[config.mk]
export PLATFORM = sky130hd
export DESIGN_NAME = multi_stack_engine
export DESIGN_NICKNAME = d
export VERILOG_FILES = /design/src/sv/mse_pkg.sv /design/src/sv/multi_stack_engine.sv
export SDC_FILE = /design/constraint.sdc
export NUM_CORES = 2
export LEC_CHECK = 0
export ABC_CLOCK_PERIOD_IN_PS = 7100
export BUFFER_PORTS_ARGS = -buffer_cell sky130_fd_sc_hd__buf_4
export CORE_ASPECT_RATIO = 1.75
export CORE_MARGIN = 2
export CORE_UTILIZATION = 40
export DETAILED_ROUTE_END_ITERATION = 8
export SYNTH_ARGS = -nofsm -noshare
export SYNTH_HDL_FRONTEND = slang
export SYNTH_SLANG_ARGS = --single-unit
[constraint.sdc]
create_clock -name clk_i -period 7.1 [get_ports clk_i]
set_input_delay 0.355 -clock clk_i [delete_from_list [all_inputs] [get_ports clk_i]]
set_output_delay 0.355 -clock clk_i [all_outputs]
set_load 0.02 [all_outputs]
[src/sv/mse_pkg.sv]
// mse_pkg: sizes, codes and constants of the multi-stack engine.
// No dependencies; used by multi_stack_engine.
package mse_pkg;

  localparam int unsigned NUM_STACKS   = 4;
  localparam int unsigned STACK_DEPTH  = 16;

  localparam int unsigned NUM_CAP_REGS = 4;
  localparam int unsigned CAP_IDX_W    = 2;
  localparam int unsigned CFG_IDX_W    = 3;
  localparam int unsigned CAP_W        = 5;
  localparam logic [CAP_W-1:0] CAP_RESET = 5'd16;

  localparam int unsigned MODE_W   = 2;
  localparam int unsigned ID_W     = 3;
  localparam int unsigned VAL_W    = 32;
  localparam int unsigned STATUS_W = 2;
  localparam int unsigned LEVEL_W  = 5;

  localparam int unsigned STK_IDX_W = (NUM_STACKS > 1) ? $clog2(NUM_STACKS) : 1;
  localparam int unsigned PTR_W     = (STACK_DEPTH > 1) ? $clog2(STACK_DEPTH) : 1;
  localparam int unsigned LVL_W     = $clog2(STACK_DEPTH + 1);
  localparam int unsigned MEM_DEPTH = NUM_STACKS * STACK_DEPTH;
  localparam int unsigned ADDR_W    = (MEM_DEPTH > 1) ? $clog2(MEM_DEPTH) : 1;
  localparam int unsigned CMP_W     = (LVL_W > CAP_W) ? LVL_W : CAP_W;

  typedef enum logic [MODE_W-1:0] {
    MODE_PUSH  = 2'd0,
    MODE_POP   = 2'd1,
    MODE_DUMP  = 2'd2,
    MODE_CLEAR = 2'd3
  } mode_e;

  typedef enum logic [STATUS_W-1:0] {
    STATUS_OK    = 2'd0,
    STATUS_FULL  = 2'd1,
    STATUS_EMPTY = 2'd2,
    STATUS_BADID = 2'd3
  } status_e;

endpackage

[src/sv/multi_stack_engine.sv]
// multi_stack_engine: several bounded LIFO stacks of signed 32-bit values
// sharing one synchronous memory. Depends on mse_pkg.
//
// Usage: an operation is taken when start_i is high and busy_o is low. Push,
// clear and every rejected operation (bad id, full, empty) hold busy_o low, so
// a new operation can be taken in the next cycle; each gives one result in the
// cycle after it is taken. A pop reads the memory into a read register, then
// gives its result from ST_POP. A dump of a stack with L entries reads one entry
// per cycle from the memory's single read port, giving L results bottom first
// on consecutive cycles, last_o marking the top entry. Results are strobed by
// result_valid_o for one cycle each and cannot be held off. Capacity registers
// are written through the cfg port (always ready); write them only while idle.
// No clearing pass follows reset.
module multi_stack_engine (
  input  logic                              clk_i,
  input  logic                              rst_ni,
  input  logic                              start_i,
  output logic                              busy_o,
  input  logic [mse_pkg::MODE_W-1:0]        mode_i,
  input  logic [mse_pkg::ID_W-1:0]          stack_id_i,
  input  logic signed [mse_pkg::VAL_W-1:0]  push_value_i,
  output logic                              result_valid_o,
  output logic signed [mse_pkg::VAL_W-1:0]  out_value_o,
  output logic [mse_pkg::STATUS_W-1:0]      status_o,
  output logic [mse_pkg::LEVEL_W-1:0]       level_o,
  output logic                              last_o,
  input  logic                              cfg_valid_i,
  output logic                              cfg_ready_o,
  input  logic [mse_pkg::CFG_IDX_W-1:0]     cfg_index_i,
  input  logic [mse_pkg::CAP_W-1:0]         cfg_data_i
);

  typedef enum logic [1:0] {
    ST_IDLE,
    ST_POP,
    ST_DUMP
  } state_e;

  state_e state_q, state_d;

  logic [mse_pkg::CAP_W-1:0] cap_q [mse_pkg::NUM_CAP_REGS];
  logic [mse_pkg::LVL_W-1:0] level_q [mse_pkg::NUM_STACKS];

  logic signed [mse_pkg::VAL_W-1:0] stack_mem_q [mse_pkg::MEM_DEPTH];
  logic signed [mse_pkg::VAL_W-1:0] rdata_q;

  logic                              rvalid_q, rvalid_d;
  logic signed [mse_pkg::VAL_W-1:0]  value_q, value_d;
  logic [mse_pkg::STATUS_W-1:0]      status_q, status_d;
  logic [mse_pkg::LEVEL_W-1:0]       lvl_out_q, lvl_out_d;
  logic                              last_q, last_d;
  logic [mse_pkg::LVL_W-1:0]         op_lvl_q, op_lvl_d;
  logic [mse_pkg::ADDR_W-1:0]        base_q, base_d;
  logic [mse_pkg::PTR_W-1:0]         dump_idx_q, dump_idx_d;

  logic                              accept;
  logic                              id_ok;
  logic [mse_pkg::STK_IDX_W-1:0]     sid;
  logic [mse_pkg::LVL_W-1:0]         sel_lvl;
  logic [mse_pkg::CAP_W-1:0]         cap_raw;
  logic [mse_pkg::CMP_W-1:0]         cap_eff;
  logic [mse_pkg::ADDR_W-1:0]        base;
  logic                              dump_last;

  logic                              lvl_we;
  logic [mse_pkg::LVL_W-1:0]         lvl_wdata;
  logic                              mem_we, mem_re;
  logic [mse_pkg::ADDR_W-1:0]        mem_waddr, mem_raddr;

  assign busy_o      = (state_q != ST_IDLE);
  assign accept      = start_i && (state_q == ST_IDLE);
  assign cfg_ready_o = 1'b1;

  assign id_ok   = ({1'b0, stack_id_i} < (mse_pkg::ID_W+1)'(mse_pkg::NUM_STACKS));
  assign sid     = stack_id_i[mse_pkg::STK_IDX_W-1:0];
  assign sel_lvl = level_q[sid];
  assign base    = mse_pkg::ADDR_W'(sid) * mse_pkg::ADDR_W'(mse_pkg::STACK_DEPTH);

  always_comb begin
    cap_raw = mse_pkg::CAP_W'(mse_pkg::STACK_DEPTH);
    if ({1'b0, stack_id_i} < (mse_pkg::ID_W+1)'(mse_pkg::NUM_CAP_REGS)) begin
      cap_raw = cap_q[stack_id_i[mse_pkg::CAP_IDX_W-1:0]];
    end
    cap_eff = mse_pkg::CMP_W'(cap_raw);
    if (cap_eff > mse_pkg::CMP_W'(mse_pkg::STACK_DEPTH)) begin
      cap_eff = mse_pkg::CMP_W'(mse_pkg::STACK_DEPTH);
    end
  end

  assign dump_last = (mse_pkg::LVL_W'(dump_idx_q) + mse_pkg::LVL_W'(1) == op_lvl_q);

  always_comb begin
    state_d    = state_q;
    rvalid_d   = 1'b0;
    value_d    = '0;
    status_d   = mse_pkg::STATUS_OK;
    lvl_out_d  = '0;
    last_d     = 1'b1;
    op_lvl_d   = op_lvl_q;
    base_d     = base_q;
    dump_idx_d = dump_idx_q;
    lvl_we     = 1'b0;
    lvl_wdata  = sel_lvl;
    mem_we     = 1'b0;
    mem_re     = 1'b0;
    mem_waddr  = base + mse_pkg::ADDR_W'(sel_lvl);
    mem_raddr  = base;

    case (state_q)
      ST_IDLE: begin
        if (accept) begin
          if (!id_ok) begin
            rvalid_d = 1'b1;
            status_d = mse_pkg::STATUS_BADID;
          end else begin
            case (mse_pkg::mode_e'(mode_i))
              mse_pkg::MODE_PUSH: begin
                rvalid_d = 1'b1;
                if (mse_pkg::CMP_W'(sel_lvl) >= cap_eff) begin
                  status_d  = mse_pkg::STATUS_FULL;
                  lvl_out_d = mse_pkg::LEVEL_W'(sel_lvl);
                end else begin
                  mem_we    = 1'b1;
                  lvl_we    = 1'b1;
                  lvl_wdata = sel_lvl + mse_pkg::LVL_W'(1);
                  lvl_out_d = mse_pkg::LEVEL_W'(sel_lvl + mse_pkg::LVL_W'(1));
                end
              end
              mse_pkg::MODE_POP: begin
                if (sel_lvl == '0) begin
                  rvalid_d = 1'b1;
                  status_d = mse_pkg::STATUS_EMPTY;
                end else begin
                  mem_re    = 1'b1;
                  mem_raddr = base + mse_pkg::ADDR_W'(sel_lvl - mse_pkg::LVL_W'(1));
                  lvl_we    = 1'b1;
                  lvl_wdata = sel_lvl - mse_pkg::LVL_W'(1);
                  op_lvl_d  = sel_lvl - mse_pkg::LVL_W'(1);
                  state_d   = ST_POP;
                end
              end
              mse_pkg::MODE_DUMP: begin
                if (sel_lvl == '0) begin
                  rvalid_d = 1'b1;
                  status_d = mse_pkg::STATUS_EMPTY;
                end else begin
                  mem_re     = 1'b1;
                  mem_raddr  = base;
                  base_d     = base;
                  op_lvl_d   = sel_lvl;
                  dump_idx_d = '0;
                  state_d    = ST_DUMP;
                end
              end
              mse_pkg::MODE_CLEAR: begin
                rvalid_d = 1'b1;
                if (sel_lvl == '0) begin
                  status_d = mse_pkg::STATUS_EMPTY;
                end else begin
                  lvl_we    = 1'b1;
                  lvl_wdata = '0;
                end
              end
              default: begin
                rvalid_d = 1'b1;
              end
            endcase
          end
        end
      end
      ST_POP: begin
        rvalid_d  = 1'b1;
        value_d   = rdata_q;
        lvl_out_d = mse_pkg::LEVEL_W'(op_lvl_q);
        state_d   = ST_IDLE;
      end
      ST_DUMP: begin
        rvalid_d  = 1'b1;
        value_d   = rdata_q;
        lvl_out_d = mse_pkg::LEVEL_W'(op_lvl_q);
        last_d    = dump_last;
        if (dump_last) begin
          dump_idx_d = '0;
          state_d    = ST_IDLE;
        end else begin
          mem_re     = 1'b1;
          mem_raddr  = base_q + mse_pkg::ADDR_W'(dump_idx_q + mse_pkg::PTR_W'(1));
          dump_idx_d = dump_idx_q + mse_pkg::PTR_W'(1);
        end
      end
      default: begin
        state_d = ST_IDLE;
      end
    endcase
  end

  always_ff @(posedge clk_i or negedge rst_ni) begin
    if (!rst_ni) begin
      state_q    <= ST_IDLE;
      rvalid_q   <= 1'b0;
      dump_idx_q <= '0;
      for (int i = 0; i < mse_pkg::NUM_CAP_REGS; i++) begin
        cap_q[i] <= mse_pkg::CAP_RESET;
      end
      for (int i = 0; i < mse_pkg::NUM_STACKS; i++) begin
        level_q[i] <= '0;
      end
    end else begin
      state_q    <= state_d;
      rvalid_q   <= rvalid_d;
      dump_idx_q <= dump_idx_d;
      if (cfg_valid_i && cfg_ready_o &&
          ({1'b0, cfg_index_i} < (mse_pkg::CFG_IDX_W+1)'(mse_pkg::NUM_CAP_REGS))) begin
        cap_q[cfg_index_i[mse_pkg::CAP_IDX_W-1:0]] <= cfg_data_i;
      end
      if (lvl_we) begin
        level_q[sid] <= lvl_wdata;
      end
    end
  end

  always_ff @(posedge clk_i) begin
    value_q   <= value_d;
    status_q  <= status_d;
    lvl_out_q <= lvl_out_d;
    last_q    <= last_d;
    op_lvl_q  <= op_lvl_d;
    base_q    <= base_d;
  end

  always_ff @(posedge clk_i) begin
    if (mem_we) begin
      stack_mem_q[mem_waddr] <= push_value_i;
    end
    if (mem_re) begin
      rdata_q <= stack_mem_q[mem_raddr];
    end
  end

  assign result_valid_o = rvalid_q;
  assign out_value_o    = value_q;
  assign status_o       = status_q;
  assign level_o        = lvl_out_q;
  assign last_o         = last_q;

`ifndef SYNTHESIS
  a_single_result: assert property (@(posedge clk_i) disable iff (!rst_ni)
    accept && (mode_i != mse_pkg::MODE_POP) && (mode_i != mse_pkg::MODE_DUMP)
    |=> result_valid_o && last_o && !busy_o)
    else $error("single-result operation did not complete in one cycle");
  a_pop_result: assert property (@(posedge clk_i) disable iff (!rst_ni)
    (state_q == ST_POP) |=> result_valid_o && last_o && (state_q == ST_IDLE))
    else $error("pop result missing");
  a_dump_stream: assert property (@(posedge clk_i) disable iff (!rst_ni)
    (state_q == ST_DUMP) |=> result_valid_o && (last_o == (state_q == ST_IDLE)))
    else $error("dump stream broken or last misplaced");
  a_dump_idx: assert property (@(posedge clk_i) disable iff (!rst_ni)
    (state_q == ST_DUMP) |-> (mse_pkg::LVL_W'(dump_idx_q) < op_lvl_q))
    else $error("dump index beyond level");
  a_level_bound: assert property (@(posedge clk_i) disable iff (!rst_ni)
    result_valid_o |-> (level_o <= mse_pkg::LEVEL_W'(mse_pkg::STACK_DEPTH)))
    else $error("level above depth");
`endif

endmodule

=== After elaboration in Yosys (flattened, before gate mapping) ===
Memory sizes are Yosys's and may differ from the RTL's. A register that Yosys moved wholly into a read port is not among the register bits.
Index checks and enable logic that the tools add are counted.

* Bits in registers: 94
* Bits in latches: 0
* Bits in writable memories: 2048
* Memory bits (read-only): 0
* Word-level logic and storage cells: 147
* Memories kept: 1

* $add $sub $neg: 9
* Multiply operators: 0
* Div/mod/pow operators: 0
* Magnitude comparators: 8
* Equality and inequality tests: 16
* Shift-type cells: 0
* Multiplexer cells: 73
* Bitwise logic cells: 3
* Reduce and logical (&&, ||, !) cells: 20

{| class="wikitable"
|+ Memory list
! name !! depth !! bits a word !! rd ports !! clocked after memory_dff !! write ports !! line !! RTL
|-
| stack_mem_q || 64 || 32 || 1 || 1 || 1 || multi_stack_engine.sv:44 || <nowiki>logic signed [mse_pkg::VAL_W-1:0] stack_mem_q [mse_pkg::MEM_DEPTH];</nowiki>
|}

{| class="wikitable"
|+ Operators by type and width
! kind !! count
|-
| 5-bit 2-to-1 mux || 19
|-
| 20-bit bitwise mux || 2
|-
| 6-bit 2-to-1 mux || 5
|-
| 5-bit binary-select mux with 2-bit select || 2
|-
| 5-bit demux with 2-bit select || 2
|-
| 4-bit 2-to-1 mux || 5
|-
| 5-bit case mux with 2 select lines || 2
|-
| 1-bit 2-to-1 mux || 19
|-
| 5-bit case mux with 3 select lines || 1
|-
| 2-bit 2-to-1 mux || 7
|-
| 6-bit by 5-bit adder with 6-bit output || 2
|-
| 2-bit inequality test (second input constant) || 6
|-
| 2-bit case mux with 2 select lines || 3
|-
| 6-bit case mux with 2 select lines || 1
|-
| 6-bit AND reduction || 2
|-
| 4-bit by 1-bit adder with 5-bit output (second input constant) || 2
|-
| 5-bit AND reduction || 2
|-
| 1-bit case mux with 2 select lines || 4
|-
| 4-bit case mux with 2 select lines || 1
|-
| 2-bit OR reduction || 4
|-
| 6-bit adder || 1
|-
| 2-bit == test (second input constant) || 3
|-
| 3-bit >= comparator (second input constant) || 2
|-
| 3-bit by 1-bit < comparator with 1-bit output (second input constant) || 2
|-
| 20 further kinds || 30
|}

=== Longest topological paths before layout ===
* Depth in word-level cells: 15
* Gate-level depth with buffers: 21
* Depth with buffers taken out: 14

=== Worst setup path after synthesis ===
Ideal clock, no wire load.

* Path type: input to register
* Start point: in stack_id_i[0] in the netlist's numbering
* End point: mem stack_mem_q[36][0] in the netlist's numbering (enable)
* Arrival time: 4.997 ns
* Setup slack: 1.682 ns
* Cell stages on the path: 15
* Buffers on the path: 2
* Path through: buf_6 > clkbuf_1 > mux4_2 > nor2_1 > and2_1 > ha_1 > nand2b_1 > a21o_1 > a21o_1 > a21o_1 > a21oi_1 > nand3_1 > nor2_1 > nand2_1 > nor2_1

* Cells in the longest elaborated chain, start to end: 15

{| class="wikitable"
|+ RTL lines
! element !! line !! RTL
|-
| start, declared || multi_stack_engine.sv:20 || <nowiki>input logic [mse_pkg::ID_W-1:0] stack_id_i,</nowiki>
|-
| 2-bit NOT with 3-bit output (implied by the code) || multi_stack_engine.sv:76, multi_stack_engine.sv:82 ||
|-
| 5-bit binary-select mux with 2-bit select || multi_stack_engine.sv:82 || <nowiki>cap_raw = cap_q[stack_id_i[mse_pkg::CAP_IDX_W-1:0]];</nowiki>
|-
| 5-bit 2-to-1 mux (implied by the code) (2 in series) || multi_stack_engine.sv:82 ||
|-
| 5-bit 2-to-1 mux || multi_stack_engine.sv:81 || <nowiki>if ({1'b0, stack_id_i} < (mse_pkg::ID_W+1)'(mse_pkg::NUM_CAP_REGS)) begin</nowiki>
|-
| 5-bit > comparator || multi_stack_engine.sv:85 || <nowiki>if (cap_eff > mse_pkg::CMP_W'(mse_pkg::STACK_DEPTH)) begin</nowiki>
|-
| 5-bit 2-to-1 mux || multi_stack_engine.sv:85 ||
|-
| 5-bit >= comparator || multi_stack_engine.sv:119 || <nowiki>if (mse_pkg::CMP_W'(sel_lvl) >= cap_eff) begin</nowiki>
|-
| 1-bit 2-to-1 mux || multi_stack_engine.sv:119 ||
|-
| 1-bit 2-to-1 mux || multi_stack_engine.sv:116 || <nowiki>case (mse_pkg::mode_e'(mode_i))</nowiki>
|-
| 1-bit 2-to-1 mux || multi_stack_engine.sv:112 || <nowiki>if (!id_ok) begin</nowiki>
|-
| 1-bit 2-to-1 mux || multi_stack_engine.sv:111 || <nowiki>if (accept) begin</nowiki>
|-
| 1-bit 2-to-1 mux || multi_stack_engine.sv:109 || <nowiki>case (state_q)</nowiki>
|-
| 1-bit 2-to-1 mux || multi_stack_engine.sv:232 || <nowiki>if (mem_we) begin</nowiki>
|-
| 1-bit 2-to-1 mux (implied by the code) || multi_stack_engine.sv:233 || <nowiki>stack_mem_q[mem_waddr] <= push_value_i;</nowiki>
|-
| end, declared || multi_stack_engine.sv:44 ||
|}

Parallel ways exist; a longest one is shown, timed or not. The select of a mux whose other input is x is not followed.

=== Worst setup path after layout ===
* Start point: in stack_id_i[0] in the netlist's numbering
* End point: reg rdata_q[25] in the netlist's numbering (read register of stack_mem_q), data pin

* Cells in the longest elaborated chain, start to end: 11

{| class="wikitable"
|+ RTL lines
! element !! line !! RTL
|-
| 2-bit NOT with 3-bit output (implied by the code) || multi_stack_engine.sv:76 || <nowiki>assign sel_lvl = level_q[sid];</nowiki>
|-
| 5-bit binary-select mux with 2-bit select || multi_stack_engine.sv:76 ||
|-
| 5-bit 2-to-1 mux (implied by the code) (2 in series) || multi_stack_engine.sv:76 ||
|-
| 5-bit by 1-bit subtractor with 6-bit output || multi_stack_engine.sv:135 || <nowiki>mem_raddr = base + mse_pkg::ADDR_W'(sel_lvl - mse_pkg::LVL_W'(1));</nowiki>
|-
| 6-bit adder || multi_stack_engine.sv:135 ||
|-
| 6-bit 2-to-1 mux || multi_stack_engine.sv:130 || <nowiki>if (sel_lvl == '0) begin</nowiki>
|-
| 6-bit 2-to-1 mux || - ||
|-
| 6-bit 2-to-1 mux || multi_stack_engine.sv:112 ||
|-
| 6-bit 2-to-1 mux || multi_stack_engine.sv:111 ||
|-
| 6-bit case mux with 2 select lines || multi_stack_engine.sv:109 ||
|-
| end, declared || multi_stack_engine.sv:45 || <nowiki>logic signed [mse_pkg::VAL_W-1:0] rdata_q;</nowiki>
|}

Parallel ways exist; a longest one is shown, timed or not. The select of a mux whose other input is x is not followed.
A chain may end at the register's enable or synchronous reset.

==> out/qor.yml <==
sta:
  rsz0062_at_grt: "no"
  hold_viol: 0
  worstMarginPinSlew_ns: 1.39
  fin_crit_ns: 5.70
  setup_violations: 0
  fin_crit_sh_pct: 80.2
  layout_setup_ws_ns: 1.40
  drv_slew: 0
  clock.fmax_ghz: 0.176
  skew_ns: 0.0429
  tns_ns: 0
  relSlewSlack_pct: 6.86
clocking:
  tritoncts: "done"
  root_buffer: "clkbuf_16"
  cts_buffers: 190
  insertion_delay_ns: 0.83
  clock-sinks: 2174
  cts_buffer_depth: 4
  clk_pin_slew_ns: 0.06
  cts-resized-gates: 0
  h-tree-depth: 4
power_and_ir_drop:
  combPwrFrac_pct: 20.1
  seq_power_share_pct: 47.5
  ir_drop_v: 0.000217
  powerDensity_nw_per_um2: 321
  p_switching_mw: 8.77
  netSwitchingFraction_pct: 28.5
  p_int_mw: 22.0
  p_leak_nw: 30.5
  total_power_mw: 30.8
  power_frac_clock_pct: 32.4
worst_setup_path:
  crit_family: "compound AO/OA/AOI/OAI gates"
  crit_end: "rdata_q[25]$_DFFE_PP_"
  end_kind: "flop"
  r2r-end: "rdata_q[25]$_DFFE_PP_"
  crit_fanout: 30
  worstSetupPathType: "in2reg"
  crit_slowest_cell: "mux4_2"
  cp-startpoint: "stack_id_i[0]"
  worstRegToRegCells: 13
  worstPathCellList: "dlygate4sd3_1 -> buf_4 -> mux4_2 -> inv_1 -> ha_1 -> nand3_1 -> o22a_1 -> ha_1 -> a21oi_1 -> a41o_4 -> buf_4 -> mux4_2 -> a22oi_1 -> a31oi_1 -> or4_1"
  crit_buf_inv: 4
  crit_required_ns: 7.65
  r2r-start: "level_q[10]$_DFFE_PN0P_"
  rrSetupSlack_ns: 1.50
  worst-path-stages: 15
  cp_slowest_stage_delay_ns: 0.70
  worstSetupStartpointType: "input port"
  critical_path_arrival_ns: 6.24
detailed_routing:
  vias_per_cell: 5.71
  antenna_left: 0
  wl_met3_um: 13200
  highest_layer: "met5"
  wl_met1_um: 86800
  dr_total_vias: 48150
  wl_met2_um: 122000
  drt_wl_total_um: 230000
  drt_iter0_markers: 5120
  drtPass1Iterations: 6
  drc: 0
  drt-wirelength-per-cell_um: 27.3
cells_and_area:
  area_growth_pct: 12.8
  fin_area_um2: 95900
  regArea_um2: 64700
  fill_cells: 18302
  layout-drive-gt1-share_pct: 13.9
  multi_input_area_um2: 19400
  fin_nets: 5524
grt:
  first_global_vias: 48368
  grt_pass1_wl_um: 334000
  grt-ovfl-total: 0
  antenna_found_initial: 27
  track_usage_pct: 20.8
  grt_max_degree: 161
die:
  start_util_pct: 40.1
  die_h_um: 614
  die-area_um2: 216000
  core_um2: 212000
  die_w_um: 353
  rows: 224
  num_io_pins: 92
job:
  drv_cap: 0
synthesis:
  synthFlopType: "edfxtp_1"
  synth_area_um2: 85100
  synth_top_cell_area_share_pct: 73.7
  async_reset_ff_share_pct: 2.16
  syn_nets: 5405
  ys_seq_elements: 2174
  yosysWarnings: 0
  syn_area_per_cell_um2: 16.0
  synth_area_leaders: "edfxtp_1 (74%), a22oi_1 (3.9%), mux4_2 (3.7%), nand2_1 (3.5%), mux2i_1 (3.1%)"
  yosysTopAreaCell: "edfxtp_1"
  synth_edf_count: 2087
  synth.distinct_cells: 67
  syn_inst: 5324
  yosysSeqAreaShare_pct: 76.0
worst_hold_path:
  worstHoldPathCells: 1
  hold_class: "in2reg"
placement:
  dp_hpwl_um: 134000
  place_congestion: 0.820
  postPlaceCellArea_um2: 89900
  preCtsSetupSlack_ns: 1.15
  portBuffers: 90
run_status:
  status: "completed"
## synthesized netlist by cell type (all sizes together) (5+ instances only)
cell type  count
dfrtp         43
or4           31
a22oi        440
nand2        802
mux2          46
a211oi         7
xor2           8
xnor2         13
buf          165
inv           24
ha            31
a21oi        325
clkbuf       170
dfxtp         40
nand2b         5
a32oi          6
nor2b          6
and2          35
edfxtp      2087
nand3        396
o21ai         18
mux4         139
mux2i        260
nor3           5
nor2         103
a31oi         63
a21o           7
## per-layer routing
metal	track usage, %	up-vias
li1	-	20886
met1	25.2	24963
met2	38.1	1846
met3	2.44	443
met4	7.59	12
met5	0	-
## metrics by stage
stage / instances / hold WS [ns] / utilization, %
floorplan: 5324 / 0.0594 / -
global placement: 8059 / 0.398 / 42.4
detailed placement: 8059 / 0.412 / 42.4
global route: 8430 / 0.0769 / 45.2
finish: 8432 / 0.0621 / 45.2
CTS: 8412 / 0.0290 / 45.2
## flip-flops by register name (all words and copies together) (netlist names)
signal	flops
base_q	2
cap_q	20
dump_idx_q	4
last_o	1
level_o	5
level_q	20
op_lvl_q	5
out_value_o	32
rdata_q	32
result_valid_o	1
stack_mem_q	2048
state_q	2
status_o	2
## worst reg2reg max path, stage by stage, from the launching register on
cell and delay, ns:
dfrtp_1 0.40, mux4_2 0.61, inv_1 0.24, ha_1 0.28, nand3_1 0.18, o22a_1 0.38, ha_1 0.31, a21oi_1 0.33
a41o_4 0.64, buf_4 0.52, mux4_2 0.56, a22oi_1 0.22, a31oi_1 0.11, or4_1 0.55
## logic make-up (layout without fill, tap and decap cells)
family	count (synthesis)	after routing	share of synthesized area, %
flops	2174	2174	76.0
simple gates	1403	1403	7.15
compound gates	888	888	6.82
mux	445	445	7.36
buf+inv	360	623	1.96
fa+ha+maj	32	32	0.480
xor+xnor	21	21	0.216
other cells	1	21	0.00441
## how the worst min path moves through the flow
stage / end / from / slack, ns
after CTS: stack_mem_q[44][27]$_DFFE_PP_ / push_value_i[27] / 0.03
after global routing: stack_mem_q[40][27]$_DFFE_PP_ / push_value_i[27] / 0.08
after global placement: dump_idx_q[2]$_DFFE_PN0P_ / rst_ni / 0.40
final: stack_mem_q[44][27]$_DFFE_PP_ / push_value_i[27] / 0.06
after detailed placement: dump_idx_q[2]$_DFFE_PN0P_ / rst_ni / 0.41
after floorplan: cap_q[0]$_DFFE_PN0P_ / rst_ni / 0.06
## power by group through the flow
stage | Clock (mW) | Sequential, mW | Combinational, mW
after floorplan | 0 | 14.9 | 3.86
after global placement | 0 | 14.9 | 6.14
after detailed placement | 0 | 14.9 | 6.21
after CTS | 10.1 | 14.6 | 6.24
after global routing | 10.6 | 14.6 | 6.68
final | 9.97 | 14.6 | 6.19
## layout make-up
type	instances	share of cell area, %
multi-input cells	2790	20.2
inverters	25	0.0978
flip-flops and latches	2174	67.4
clock inverters	99	0.755
repair buffers	262	2.52
clock buffers	237	5.31
well taps	2825	3.68
diodes	20	0.0522
## repair_timing
| action | CTS | global route |
|---|---|---|
| hold buffers | 17 | 0 |
| hold endpoints to repair | 71 | 0 |
| buffers inserted | 0 | 0 |
## cell usage in the layout, fill, tap and decap left out, drive strengths merged, types with 7 or more instances in the layout
master	count
edfxtp	2087
nand2	802
a22oi	440
nand3	396
a21oi	325
mux2i	260
buf	245
clkbuf	237
mux4	139
nor2	103
clkinv	79
a31oi	63
mux2	46
dfrtp	43
dfxtp	40
and2	35
or4	31
ha	31
inv	28
diode	20
o21ai	18
dlygate4sd3	17
xnor2	13
bufinv	10
xor2	8
clkinvlp	7
a21o	7
a211oi	7
Note: power is estimated with default switching activity, not from simulation.
